--- src/rtl/pprx_pkg.sv ---
// Shared constants, codes and types for the ping-pong receive framer.
`timescale 1ns / 1ps

package pprx_pkg;

    localparam int BANK_BYTES = 2048;
    localparam int IDX_W      = $clog2(BANK_BYTES);
    localparam int LEN_W      = IDX_W + 1;
    localparam int MEM_AW     = IDX_W + 1;
    localparam int MEM_DEPTH  = 2 * BANK_BYTES;
    localparam int ACTION_W   = 3;
    localparam int BYTE_W     = 8;
    localparam int STATUS_W   = 3;

    typedef enum logic [ACTION_W-1:0] {
        ACT_BYTE     = 3'd0,
        ACT_TIMEOUT  = 3'd1,
        ACT_LINE_ERR = 3'd2,
        ACT_POLL     = 3'd3,
        ACT_RELEASE  = 3'd4,
        ACT_READ     = 3'd5
    } t_action;

    typedef enum logic [STATUS_W-1:0] {
        ST_NOTHING  = 3'd0,
        ST_HANDOFF  = 3'd1,
        ST_BUSY     = 3'd2,
        ST_ERROR    = 3'd3,
        ST_READ     = 3'd4,
        ST_STORED   = 3'd5,
        ST_OVERFLOW = 3'd6
    } t_status;

    typedef struct packed {
        logic              we;
        logic              re;
        logic [MEM_AW-1:0] addr;
        logic [BYTE_W-1:0] wdata;
    } t_mem_req;

    typedef struct packed {
        t_status          status;
        logic [LEN_W-1:0] len;
        logic             bank;
        logic             held;
        logic             rd_hit;
    } t_meta;

    typedef struct packed {
        t_status           status;
        logic [LEN_W-1:0]  len;
        logic              bank;
        logic              held;
        logic [BYTE_W-1:0] read_data;
    } t_result;

endpackage

--- src/rtl/pprx_if.sv ---


interface pprx_out_if;
    logic                          valid;
    logic                          ready;
    logic [pprx_pkg::STATUS_W-1:0] status;
    logic [pprx_pkg::LEN_W-1:0]    packet_len;
    logic                          packet_bank;
    logic                          packet_held;
    logic [pprx_pkg::BYTE_W-1:0]   read_data;

    modport source (output valid, output status, output packet_len, output packet_bank,
                    output packet_held, output read_data, input ready);
    modport sink   (input valid, input status, input packet_len, input packet_bank,
                    input packet_held, input read_data, output ready);
endinterface

--- src/rtl/pprx_skid.sv ---
// Two-entry output skid buffer with registered ready toward the result stage.
`timescale 1ns / 1ps

module pprx_skid (
    input  logic              i_clk,
    input  logic              i_rst_n,
    input  logic              i_valid,
    input  pprx_pkg::t_result i_data,
    output logic              o_ready,
    pprx_out_if.source        o_result
);

    logic              r_main_v;
    logic              r_spare_v;
    pprx_pkg::t_result r_main;
    pprx_pkg::t_result r_spare;
    logic              push;
    logic              pop;

    assign o_ready = !r_spare_v;
    assign push    = i_valid && o_ready;
    assign pop     = r_main_v && o_result.ready;

    always_ff @(posedge i_clk) begin
        if (!i_rst_n) begin
            r_main_v  <= 1'b0;
            r_spare_v <= 1'b0;
        end else if (!r_main_v || pop) begin
            if (r_spare_v) begin
                r_main_v  <= 1'b1;
                r_spare_v <= 1'b0;
            end else begin
                r_main_v  <= push;
            end
        end else if (push) begin
            r_spare_v <= 1'b1;
        end
    end

    always_ff @(posedge i_clk) begin
        if (!r_main_v || pop) begin
            r_main <= r_spare_v ? r_spare : i_data;
        end else if (push) begin
            r_spare <= i_data;
        end
    end

    assign o_result.valid       = r_main_v;
    assign o_result.status      = r_main.status;
    assign o_result.packet_len  = r_main.len;
    assign o_result.packet_bank = r_main.bank;
    assign o_result.packet_held = r_main.held;
    assign o_result.read_data   = r_main.read_data;

    a_spare_order: assert property (@(posedge i_clk) disable iff (!i_rst_n)
        r_spare_v |-> r_main_v)
        else $error("spare entry filled while main entry empty");

endmodule

--- src/flat_wrapper.sv ---
// flat-port wrapper written by rule: the top's interface ports become plain ports
module pprx_skid_flat 
  (i_clk, i_rst_n, i_valid, i_data, o_ready, o_result_valid, o_result_status, o_result_packet_len, o_result_packet_bank, o_result_packet_held, o_result_read_data, o_result_ready);
  pprx_out_if o_result_i ();
  input  logic i_clk;
  input  logic i_rst_n;
  input  logic i_valid;
  input  pprx_pkg::t_result i_data;
  output logic o_ready;
  output wire logic [$bits(o_result_i.valid)-1:0] o_result_valid;
  output wire logic [$bits(o_result_i.status)-1:0] o_result_status;
  output wire logic [$bits(o_result_i.packet_len)-1:0] o_result_packet_len;
  output wire logic [$bits(o_result_i.packet_bank)-1:0] o_result_packet_bank;
  output wire logic [$bits(o_result_i.packet_held)-1:0] o_result_packet_held;
  output wire logic [$bits(o_result_i.read_data)-1:0] o_result_read_data;
  input wire logic [$bits(o_result_i.ready)-1:0] o_result_ready;
  assign o_result_valid = o_result_i.valid;
  assign o_result_status = o_result_i.status;
  assign o_result_packet_len = o_result_i.packet_len;
  assign o_result_packet_bank = o_result_i.packet_bank;
  assign o_result_packet_held = o_result_i.packet_held;
  assign o_result_read_data = o_result_i.read_data;
  assign o_result_i.ready = o_result_ready;
  pprx_skid u_core (.i_clk(i_clk), .i_rst_n(i_rst_n), .i_valid(i_valid), .i_data(i_data), .o_ready(o_ready), .o_result(o_result_i));
endmodule
--- config.mk ---
export PLATFORM = sky130hd
export DESIGN_NAME = pprx_skid_flat
export DESIGN_NICKNAME = d
export VERILOG_FILES = /design/src/rtl/pprx_pkg.sv /design/src/rtl/pprx_if.sv /design/src/rtl/pprx_skid.sv /design/src/flat_wrapper.sv
export SDC_FILE = /design/constraint.sdc
export NUM_CORES = 1
export LEC_CHECK = 0
export BUFFER_PORTS_ARGS = -buffer_cell sky130_fd_sc_hd__buf_2
export CORE_MARGIN = 10
export CORE_UTILIZATION = 28
export DETAILED_ROUTE_END_ITERATION = 8
export GPL_TIMING_DRIVEN = 0
export SYNTH_ARGS = -nofsm -noshare
export SYNTH_HDL_FRONTEND = slang
export SYNTH_SLANG_ARGS = --single-unit
export TNS_END_PERCENT = 5
--- constraint.sdc ---
create_clock -name i_clk -period 3.87 [get_ports i_clk]
set_input_delay 0.1935 -clock i_clk [delete_from_list [all_inputs] [get_ports i_clk]]
set_output_delay 0.1935 -clock i_clk [all_outputs]
set_load 0.005 [all_outputs]
==> flow_metrics.py <==
metrics = {
    "worst_setup_path": {
        "rrSetupSlack_ns": 1.77,
        "crit_path_start_kind": "flip-flop",
        "end_kind": "flip-flop",
        "critical_path_class": "flip-flop to flip-flop",
        "path_max_fanout": 28,
        "worstPathArrival_ns": 2.12,
        "required_ns": 3.89,
    },
    "sta": {
        "finClkSkew_ns": 0.004776,
        "slew_viol_final": 0,
        "holdWs_ns": 0.07176,
        "tightest_slew_ns": 0.7415,
        "rsz0062_at_grt": "false",
        "max_freq_mhz": 477.1,
        "fin_crit_sh_pct": 54.16,
        "slew_headroom_pct": 50.57,
        "finalHoldViolCount": 0,
        "setup_viol": 0,
        "min_period_ns": 2.096,
    },
    "flow_run": {
        "cap_violations": 0,
    },
    "detailed_routing": {
        "routed_wirelength_um": 3722,
        "drc": 0,
        "vias": 971,
        "antenna_left": 0,
        "drt_first_iter_violations": 17,
        "vias_per_cell": 3.931,
        "dr.pass1.iters": 4,
        "wl_per_cell_um": 15.07,
    },
    "yosys": {
        "synth_cell_type_count": 12,
        "syn_nets": 115,
        "synth_most_common_cell": "edfxtp_1",
        "synthArstFlopShare_pct": 0,
        "syn_area_sq_um": 1982,
        "synth_warnings": 0,
        "synth_top_area_cell": "edfxtp_1",
        "yosysTopAreaCellShare_pct": 75.76,
        "ys.flop_type": "edfxtp_1",
        "synthTopCellsByArea": "edfxtp_1 (76%), mux2_4 (13%), mux2_2 (4.5%)",
        "syn_area_per_cell_sq_um": 23.05,
        "synth_seq_cells": 52,
        "yosysSeqAreaShare_pct": 77.78,
        "synth_cells": 86,
        "synth_common_cells": "edfxtp_1 (50), mux2_4 (17), mux2_2 (8)",
        "synth_edf_count": 50,
    },
    "global_route": {
        "grt_pass1_vias": 1070,
        "overflow": 0,
        "grt.total_usage_pct": 6.830,
        "antenna_found_initial": 0,
        "grt_max_degree": 29,
        "grt_pass1_wl_um": 5782,
    },
    "finish": {
        "final_cell_area_sq_um": 2519,
        "fillers": 671,
        "multi_input_area_sq_um": 392.9,
        "regArea_sq_um": 1541,
        "drive_above_1_share_pct": 63.58,
        "finalNonFillerCells": 247,
        "nNetsFinal": 179,
        "antenna_cells": 0,
        "syn_to_final_growth_pct": 27.08,
    },
    "floorplanning": {
        "core_sq_um": 6832,
        "die_y_um": 104.1,
        "initial_core_util_pct": 29.01,
        "io_pins": 56,
        "die_w_um": 104.1,
        "dieArea_sq_um": 10840,
        "rows": 30,
    },
    "placement": {
        "dp.cells": 239,
        "place_hpwl_um": 2723,
        "port-buffer-count": 55,
        "placed_area_sq_um": 2405,
        "gp_congestion": 0.6758,
    },
    "cts": {
        "clock-sinks": 52,
        "numCtsBuffers": 5,
        "htree_levels": 2,
        "cts_root_buffer": "clkbuf_8",
        "cts_tree": "built",
        "clock_path_buffers": 2,
        "postCtsHoldBufs": 0,
        "clk_latency_ns": 0.30,
        "cts_setup_buffers": 0,
        "post_cts_resized": 0,
        "cts.clk_slew.worst_paths_ns": 0.09,
    },
    "power_and_ir_drop": {
        "p_per_area_nw_per_um2": 441.0,
        "p_total_mw": 1.111,
        "ir_drop_mv": 0.2012,
        "p_leak_nw": 0.9672,
    },
    "min_path": {
        "hp-class": "input pin to flip-flop",
    },
    "status": {
        "outcome": "completed",
    },
}
-- cells by family after synthesis --
kind of cell / Yosys count / synth area share (%)
AND/OR/NAND/NOR: 4 / 1.642
buffers and inverters: 4 / 2.778
flip-flops: 52 / 77.78
multiplexers: 25 / 17.42
AO/OA/AOI/OAI: 1 / 0.3789
-- flip-flops by register name, summed over array words and instances (netlist names) --
register                     cells
u_core.r_spare_v                 1
u_core.o_result.packet_len      12
u_core.o_result.packet_bank      1
u_core.r_spare                  25
u_core.o_result.packet_held      1
u_core.o_result.valid            1
u_core.o_result.status           3
u_core.o_result.read_data        8
-- power by group --
part | total (mW) | internal (mW) | switching [mW]
Clock | 0.374 | 0.196 | 0.179
Combinational | 0.0825 | 0.0469 | 0.0355
Sequential | 0.654 | 0.648 | 0.00640
Total | 1.11 | 0.890 | 0.221
-- metrics by stage --
| step | setup WS, ns | TNS, ns | utilization, % |
|---|---|---|---|
| 3_5_place_dp | 1.209 | 0 | 35.20 |
| 4_1_cts | 1.242 | 0 | 36.83 |
| 2_1_floorplan | 0.5148 | 0 | - |
| 3_3_place_gp | -1.047 | -26.14 | 34.80 |
| 5_1_grt | 1.596 | 0 | 36.87 |
| 6_report | 1.774 | 0 | 36.87 |
-- final cells by class --
cell class              instances  share of cell area, %
plain buffers                   3                  2.037
clock buffers                   6                  2.881
clock inverters                 2                  1.540
inverters                       1                 0.1490
multi-input cells              30                  15.60
flip-flops and latches         52                  61.20
well taps                      96                  4.769
repair buffers                 57                  11.82
-- layer usage --
| layer | up-vias | GRT usage (%) | routed length [um] |
|---|---|---|---|
| met5 | - | 0 | 0 |
| met4 | 0 | 2.684 | 48 |
| met3 | 5 | 3.532 | 269 |
| met2 | 41 | 9.775 | 1577 |
| met1 | 462 | 8.467 | 1826 |
| li1 | 463 | - | - |
-- critical path, cell delays in order, from the launching register on --
cell      delay [ns]
dfxtp_1         0.36
nand2b_2        0.42
nor3b_2         0.77
buf_6           0.25
-- worst paths after layout --
kind,from,end,depth (start not counted)
worst max-delay path,u_core.o_result.valid,u_core.r_spare[11],3
worst min-delay path,i_data[18],u_core.r_spare[18],1
worst max register to register,u_core.o_result.valid,u_core.r_spare[11],3
worst min register to register,u_core.r_spare[23],u_core.o_result.status[1],1
-- placed cells by master (no fill, tap or decap) --
cell type | Yosys | layout
inv_6 | 0 | 1
buf_6 | 1 | 3
buf_2 | 0 | 55
mux2_2 | 8 | 8
mux2_4 | 17 | 17
nor2_2 | 1 | 1
nor3b_2 | 1 | 2
buf_12 | 2 | 2
a21boi_0 | 1 | 1
clkbuf_8 | 0 | 5
edfxtp_1 | 50 | 50
inv_1 | 1 | 1
dfxtp_1 | 2 | 2
bufinv_16 | 0 | 1
clkbuf_1 | 0 | 1
nand2b_2 | 0 | 1
No activity file was read; power rests on OpenSTA's default activity.
