File: src/rtl/pprx_pkg.sv
// Shared constants, codes and types for the ping-pong receive framer.
`timescale 1ns / 1ps

package pprx_pkg;

    localparam int BANK_BYTES = 2048;
    localparam int IDX_W      = $clog2(BANK_BYTES);
    localparam int LEN_W      = IDX_W + 1;
    localparam int MEM_AW     = IDX_W + 1;
    localparam int MEM_DEPTH  = 2 * BANK_BYTES;
    localparam int ACTION_W   = 3;
    localparam int BYTE_W     = 8;
    localparam int STATUS_W   = 3;

    typedef enum logic [ACTION_W-1:0] {
        ACT_BYTE     = 3'd0,
        ACT_TIMEOUT  = 3'd1,
        ACT_LINE_ERR = 3'd2,
        ACT_POLL     = 3'd3,
        ACT_RELEASE  = 3'd4,
        ACT_READ     = 3'd5
    } t_action;

    typedef enum logic [STATUS_W-1:0] {
        ST_NOTHING  = 3'd0,
        ST_HANDOFF  = 3'd1,
        ST_BUSY     = 3'd2,
        ST_ERROR    = 3'd3,
        ST_READ     = 3'd4,
        ST_STORED   = 3'd5,
        ST_OVERFLOW = 3'd6
    } t_status;

    typedef struct packed {
        logic              we;
        logic              re;
        logic [MEM_AW-1:0] addr;
        logic [BYTE_W-1:0] wdata;
    } t_mem_req;

    typedef struct packed {
        t_status          status;
        logic [LEN_W-1:0] len;
        logic             bank;
        logic             held;
        logic             rd_hit;
    } t_meta;

    typedef struct packed {
        t_status           status;
        logic [LEN_W-1:0]  len;
        logic              bank;
        logic              held;
        logic [BYTE_W-1:0] read_data;
    } t_result;

endpackage

File: src/rtl/pprx_if.sv
// Valid/ready channel interfaces for framer input items and result items.
`timescale 1ns / 1ps

interface pprx_in_if;
    logic                          valid;
    logic                          ready;
    logic [pprx_pkg::ACTION_W-1:0] action;
    logic [pprx_pkg::BYTE_W-1:0]   rx_byte;
    logic [pprx_pkg::IDX_W-1:0]    read_index;

    modport source (output valid, output action, output rx_byte, output read_index,
                    input ready);
    modport sink   (input valid, input action, input rx_byte, input read_index,
                    output ready);
endinterface


File: src/rtl/pprx_ctrl.sv
// Framer control: fill and hold state, memory request issue, result stage.
`timescale 1ns / 1ps

module pprx_ctrl (
    input  logic               i_clk,
    input  logic               i_rst_n,
    pprx_in_if.sink            i_item,
    input  logic               i_a_ready,
    output logic               o_a_valid,
    output pprx_pkg::t_meta    o_a_meta,
    output pprx_pkg::t_mem_req o_mem_req
);

    localparam logic [pprx_pkg::LEN_W-1:0] FULL = pprx_pkg::LEN_W'(pprx_pkg::BANK_BYTES);

    logic [pprx_pkg::LEN_W-1:0] r_fill, n_fill;
    logic [pprx_pkg::LEN_W-1:0] r_last, n_last;
    logic                       r_active, n_active;
    logic                       r_held, n_held;
    logic [pprx_pkg::LEN_W-1:0] r_held_len, n_held_len;
    logic                       r_held_bank, n_held_bank;
    logic                       r_a_valid;
    pprx_pkg::t_meta            r_a_meta, n_meta;
    pprx_pkg::t_mem_req         req;
    logic                       accept;

    assign i_item.ready = i_rst_n && (!r_a_valid || i_a_ready);
    assign accept       = i_item.valid && i_item.ready;

    always_comb begin
        n_fill        = r_fill;
        n_last        = r_last;
        n_active      = r_active;
        n_held        = r_held;
        n_held_len    = r_held_len;
        n_held_bank   = r_held_bank;
        n_meta        = '0;
        n_meta.status = pprx_pkg::ST_NOTHING;
        req           = '0;
        req.wdata     = i_item.rx_byte;
        case (i_item.action)
            pprx_pkg::ACT_BYTE: begin
                if (r_fill < FULL) begin
                    req.we        = accept;
                    req.addr      = {r_active, r_fill[pprx_pkg::IDX_W-1:0]};
                    n_fill        = r_fill + 1'b1;
                    n_meta.status = pprx_pkg::ST_STORED;
                end else begin
                    n_meta.status = pprx_pkg::ST_OVERFLOW;
                end
            end
            pprx_pkg::ACT_TIMEOUT: begin
                if (r_held) begin
                    n_fill        = '0;
                    n_meta.status = pprx_pkg::ST_BUSY;
                end else if (r_fill != '0) begin
                    n_held_len    = r_fill;
                    n_held_bank   = r_active;
                    n_held        = 1'b1;
                    n_active      = ~r_active;
                    n_fill        = '0;
                    n_meta.status = pprx_pkg::ST_HANDOFF;
                end
            end
            pprx_pkg::ACT_LINE_ERR: begin
                n_fill        = '0;
                n_meta.status = pprx_pkg::ST_ERROR;
            end
            pprx_pkg::ACT_POLL: begin
                // close on a quiet line: count unchanged since the last tick
                if (r_fill != '0 && r_fill == r_last) begin
                    if (r_held) begin
                        n_meta.status = pprx_pkg::ST_BUSY;
                    end else begin
                        n_held_len    = r_fill;
                        n_held_bank   = r_active;
                        n_held        = 1'b1;
                        n_active      = ~r_active;
                        n_meta.status = pprx_pkg::ST_HANDOFF;
                    end
                    n_fill = '0;
                    n_last = '0;
                end else begin
                    n_last = r_fill;
                end
            end
            pprx_pkg::ACT_RELEASE: begin
                n_held = 1'b0;
            end
            pprx_pkg::ACT_READ: begin
                n_meta.status = pprx_pkg::ST_READ;
                n_meta.rd_hit = r_held && ({1'b0, i_item.read_index} < r_held_len);
                req.re        = accept && n_meta.rd_hit;
                req.addr      = {r_held_bank, i_item.read_index};
            end
            default: begin
            end
        endcase
        n_meta.held = n_held;
        n_meta.len  = n_held ? n_held_len : '0;
        n_meta.bank = n_held ? n_held_bank : 1'b0;
    end

    always_ff @(posedge i_clk) begin
        if (!i_rst_n) begin
            r_fill      <= '0;
            r_last      <= '0;
            r_active    <= 1'b0;
            r_held      <= 1'b0;
            r_held_len  <= '0;
            r_held_bank <= 1'b0;
            r_a_valid   <= 1'b0;
        end else begin
            if (accept) begin
                r_fill      <= n_fill;
                r_last      <= n_last;
                r_active    <= n_active;
                r_held      <= n_held;
                r_held_len  <= n_held_len;
                r_held_bank <= n_held_bank;
                r_a_valid   <= 1'b1;
            end else if (i_a_ready) begin
                r_a_valid   <= 1'b0;
            end
        end
    end

    always_ff @(posedge i_clk) begin
        if (accept) begin
            r_a_meta <= n_meta;
        end
    end

    assign o_a_valid = r_a_valid;
    assign o_a_meta  = r_a_meta;
    assign o_mem_req = req;

    a_fill_bound: assert property (@(posedge i_clk) disable iff (!i_rst_n)
        r_fill <= FULL)
        else $error("fill count beyond bank capacity");

    a_banks_apart: assert property (@(posedge i_clk) disable iff (!i_rst_n)
        r_held |-> (r_held_bank != r_active))
        else $error("held bank is also the active fill bank");

    a_held_len: assert property (@(posedge i_clk) disable iff (!i_rst_n)
        r_held |-> (r_held_len != '0 && r_held_len <= FULL))
        else $error("held packet length out of range");

    a_stage_hold: assert property (@(posedge i_clk) disable iff (!i_rst_n)
        (r_a_valid && !i_a_ready) |=> (r_a_valid && $stable(r_a_meta)))
        else $error("stalled result stage changed");

endmodule

File: src/flat_wrapper.sv
// flat-port wrapper written by rule: the top's interface ports become plain ports
module pprx_ctrl_flat 
  (i_clk, i_rst_n, i_a_ready, o_a_valid, o_a_meta, o_mem_req, i_item_valid, i_item_action, i_item_rx_byte, i_item_read_index, i_item_ready);
  pprx_in_if i_item_i ();
  input  logic i_clk;
  input  logic i_rst_n;
  input  logic i_a_ready;
  output logic o_a_valid;
  output pprx_pkg::t_meta o_a_meta;
  output pprx_pkg::t_mem_req o_mem_req;
  input wire logic [$bits(i_item_i.valid)-1:0] i_item_valid;
  input wire logic [$bits(i_item_i.action)-1:0] i_item_action;
  input wire logic [$bits(i_item_i.rx_byte)-1:0] i_item_rx_byte;
  input wire logic [$bits(i_item_i.read_index)-1:0] i_item_read_index;
  output wire logic [$bits(i_item_i.ready)-1:0] i_item_ready;
  assign i_item_i.valid = i_item_valid;
  assign i_item_i.action = i_item_action;
  assign i_item_i.rx_byte = i_item_rx_byte;
  assign i_item_i.read_index = i_item_read_index;
  assign i_item_ready = i_item_i.ready;
  pprx_ctrl u_core (.i_clk(i_clk), .i_rst_n(i_rst_n), .i_item(i_item_i), .i_a_ready(i_a_ready), .o_a_valid(o_a_valid), .o_a_meta(o_a_meta), .o_mem_req(o_mem_req));
endmodule
File: config.mk
export PLATFORM = sky130hd
export DESIGN_NAME = pprx_ctrl_flat
export DESIGN_NICKNAME = d
export VERILOG_FILES = /design/src/rtl/pprx_pkg.sv /design/src/rtl/pprx_if.sv /design/src/rtl/pprx_ctrl.sv /design/src/flat_wrapper.sv
export SDC_FILE = /design/constraint.sdc
export NUM_CORES = 1
export LEC_CHECK = 0
export ABC_CLOCK_PERIOD_IN_PS = 4900
export BUFFER_PORTS_ARGS = -buffer_cell sky130_fd_sc_hd__buf_2
export CORE_ASPECT_RATIO = 1.1
export CORE_UTILIZATION = 25
export DETAILED_ROUTE_END_ITERATION = 6
export GPL_TIMING_DRIVEN = 0
export PLACE_DENSITY_LB_ADDON = 0.2
export SLEW_MARGIN = 20
export SYNTH_ARGS = -nofsm -noshare
export SYNTH_HDL_FRONTEND = slang
export SYNTH_SLANG_ARGS = --single-unit
File: constraint.sdc
create_clock -name i_clk -period 4.9 [get_ports i_clk]
set_input_delay 0.98 -clock i_clk [delete_from_list [all_inputs] [get_ports i_clk]]
set_output_delay 0.98 -clock i_clk [all_outputs]
set_load 0.02 [all_outputs]
==> key figures <==
Power
  • Leak pwr: 1.693 nW
  • Pwr Density: 276.9 nW/µm²
  • Worst vdd ir: 154.4 µV
  • Power, Total: 1.169 mW

Timing
  • F_max: 0.2486 GHz
  • Max_slew headroom: 40.04%
  • Hold Vio Cnt, Final: 0
  • Worst-Margin Slew: 0.8912 ns
  • Endpoints failing setup: 0
  • Tmin final: 4.023 ns
  • Max-slew violations: 0
  • Worst Skew: 0.007352 ns
  • Fin Setup TNS: 0 ns
  • RSZ-0062 raised after global routing: false
  • Tcrit/Tclk final: 82.11%

Yosys
  • Top FF cell, synth: dfxtp_1
  • Synth Warn #: 0
  • Average cell area after synthesis: 9.016 µm²
  • #FFs+latches synth: 58
  • Ys async rst share: 0%
  • Syn Inst Count: 383
  • Post-synthesis sequential area ratio: 38.84%
  • Syn nets: 421
  • Number of synthesized flops with an enable pin: 18
  • Count of cell types in the netlist: 51
  • Cell Area, Synth: 3453 µm²

Clock tree
  • Clock Latency Late Sink: 0.33 ns
  • CTS clk-pin slew, worst paths: 0.05 ns
  • Post_cts resized: 0
  • Clk root buf: clkbuf_16
  • CTS buffer count: 9
  • CTS tree: done
  • Clock Sinks: 58
  • Clock Tree Buf Depth: 2
  • Post-CTS Setup Bufs: 0
  • Hold_buf cts: 0
  • CTS HTree Levels: 3

Setup path
  • Critical path cell sequence: buf_2 > clkbuf_1 > nor4_1 > nand4_1 > inv_1 > buf_2
  • Worst setup path end: o_mem_req[21]
  • CP bufs+invs: 4
  • Critical path depth in cells: 6
  • Critical path capture point type: output port
  • Reg2reg setup slack: 1.94 ns
  • CP Launch Point: i_item_action[1]
  • Crit path kind: input pin to output port
  • Top Family by Delay on Critical Path: simple AND/OR/NAND/NOR gates
  • Worst r2r src: u_core.r_fill[0]
  • WP data required: 3.92 ns
  • CP Launch Type: input pin
  • FF-to-FF path depth: 8
  • Crit-path max cell delay: 0.80 ns
  • Reg-to-reg endpoint: u_core.o_a_meta[3]
  • Top cell by count, worst path: buf_2
  • Critical path peak fanout: 10
  • Critical path data arrival time: 3.04 ns
  • Slowest CP cell: nor4_1

GRT
  • GR Overflow Total: 0
  • Total GRT Usage: 15.89%
  • Vias in the first global route: 3137
  • First-pass GRT wire length: 17.11 mm
  • Largest net degree at the start of global routing: 22
  • Antenna violations before repair: 0

Floorplanning
  • Die H: 125.3 µm
  • Die X: 114.1 µm
  • Top Ports: 68
  • Core Footprint: 13320 µm²
  • Initial Utilization: 25.92%
  • Std-Cell Rows: 44
  • Die ar.: 14290 µm²

Placement
  • Final Wtd Congestion: 0.8556
  • Post-DP HPWL: 7.971 mm
  • Buffers on Ports: 57

Cells and area
  • Area grow syn2layout: 22.28%
  • Register area: 1341 µm²
  • Layout cell share with drive strength beyond 1: 23.46%
  • Most common cell after layout, fill and taps aside: buf_2
  • Filler cells: 1439
  • Area of the multi-input gates: 1803 µm²
  • Commonest non-fill, non-tap cells in the layout: 67 x buf_2, 40 x dfxtp_1, 35 x a21oi_1
  • NumNets Final: 489
  • N_diodes: 0

Route
  • Post-route ant nets: 0
  • DRT Pass-1 Iters: 4
  • Total Wirelength: 11.14 mm
  • # DRC: 0
  • Initial DRC count: 221
  • WL/cell: 17.40 µm
  • Vias per inst: 5.041
  • Via count: 3226

Min path
  • Hold Path Class: flop to flop

Flow run
  • Max-cap violations: 0

Run status
  • Status: finished, final reports clean
logic make-up (layout without fill, tap and decap cells):
kind of cell | count (synthesis) | in the layout | share of synthesized area [%]
AOI/OAI and AO/OA | 120 | 120 | 25.54
xor gates and xnor gates | 12 | 12 | 3.043
adders and majority gates | 12 | 12 | 4.348
buffers and inverters | 66 | 139 | 8.949
DFF | 58 | 58 | 38.84
muxes | 8 | 8 | 2.319
and+or+nand+nor | 107 | 107 | 16.96
routing by layer:
layer / share of wire, % / vias up / global-route usage, %
li1: - / 1546 / -
met3: 6.1 / 21 / 3.442
met1: 43 / 1540 / 19.35
met4: 2.6 / 0 / 7.028
met5: 0 / - / 0
met2: 48 / 119 / 26.70
synth_stat cells, drive strengths merged (6+ instances only):
cell | instances | area (µm²)
dfxtp | 40 | 800.8
a21oi | 35 | 175.2
nand2 | 31 | 116.4
inv | 23 | 86.33
buf | 22 | 143.9
nor2 | 21 | 78.83
clkbuf | 20 | 75.07
nand3 | 19 | 100.1
edfxtp | 18 | 540.5
o21ai | 18 | 90.08
a22o | 12 | 105.1
ha | 12 | 150.1
xor2 | 12 | 105.1
o2111ai | 11 | 96.34
a32o | 10 | 100.1
nor3 | 9 | 45.04
a31oi | 8 | 50.05
mux2i | 8 | 80.08
a211oi | 6 | 45.04
and3 | 6 | 37.54
power by group:
| group | switching (mW) | leakage [nW] | internal (mW) |
|---|---|---|---|
| logic | 0.0812 | 1.07 | 0.0395 |
| registers | 0.00236 | 0.496 | 0.502 |
| clock network | 0.210 | 0.126 | 0.334 |
metrics by stage:
step	hold WS (ns)	area, µm²	setup WS [ns]	std cells	util, %
2_1_floorplan	0.4434	3453	1.396	383	-
3_3_place_gp	0.4520	3969	0.8848	624	29.79
3_5_place_dp	0.4607	3969	0.8835	624	29.79
4_1_cts	0.4677	4223	0.8625	640	31.70
5_1_grt	0.4916	4223	0.7846	640	31.70
6_report	0.4647	4223	0.8767	640	31.70
worst reg2reg max path: cells and delay by family (launching register included):
kind	cells	cell delay [ns]
buf+inv	3	0.96
compound gates	2	0.96
flops	1	0.35
fa+ha+maj	1	0.25
simple gates	2	0.23
sequential cells by signal, summed over array words and instances (netlist names):
| register | count |
|---|---|
| u_core.o_a_meta | 18 |
| u_core.r_last | 12 |
| u_core.o_a_valid | 1 |
| u_core.r_held_len | 12 |
| u_core.r_held | 1 |
| u_core.r_held_bank | 1 |
| u_core.r_fill | 12 |
| u_core.r_active | 1 |
final cells by class:
class	count	area share, %
buffer	42	5.185
clock buffer	11	5.511
clock inverter	5	0.5037
inverter	24	2.133
multi-input combinational	259	42.70
sequential	58	31.76
tap	184	5.452
timing repair buffer	57	6.756
how the worst min path moves through the flow:
| stage | from | end | slack (ns) | cells past startpoint |
|---|---|---|---|---|
| floorplan | u_core.r_last[11] | u_core.r_last[11] | 0.44 | 2 |
| global placement | u_core.r_last[2] | u_core.r_last[2] | 0.45 | 2 |
| detailed placement | u_core.r_last[8] | u_core.r_last[8] | 0.46 | 2 |
| CTS | u_core.r_last[8] | u_core.r_last[8] | 0.47 | 2 |
| global route | u_core.r_last[3] | u_core.r_last[3] | 0.49 | 2 |
| finish | u_core.r_last[6] | u_core.r_last[6] | 0.46 | 2 |
No activity file was read; power rests on OpenSTA's default activity.
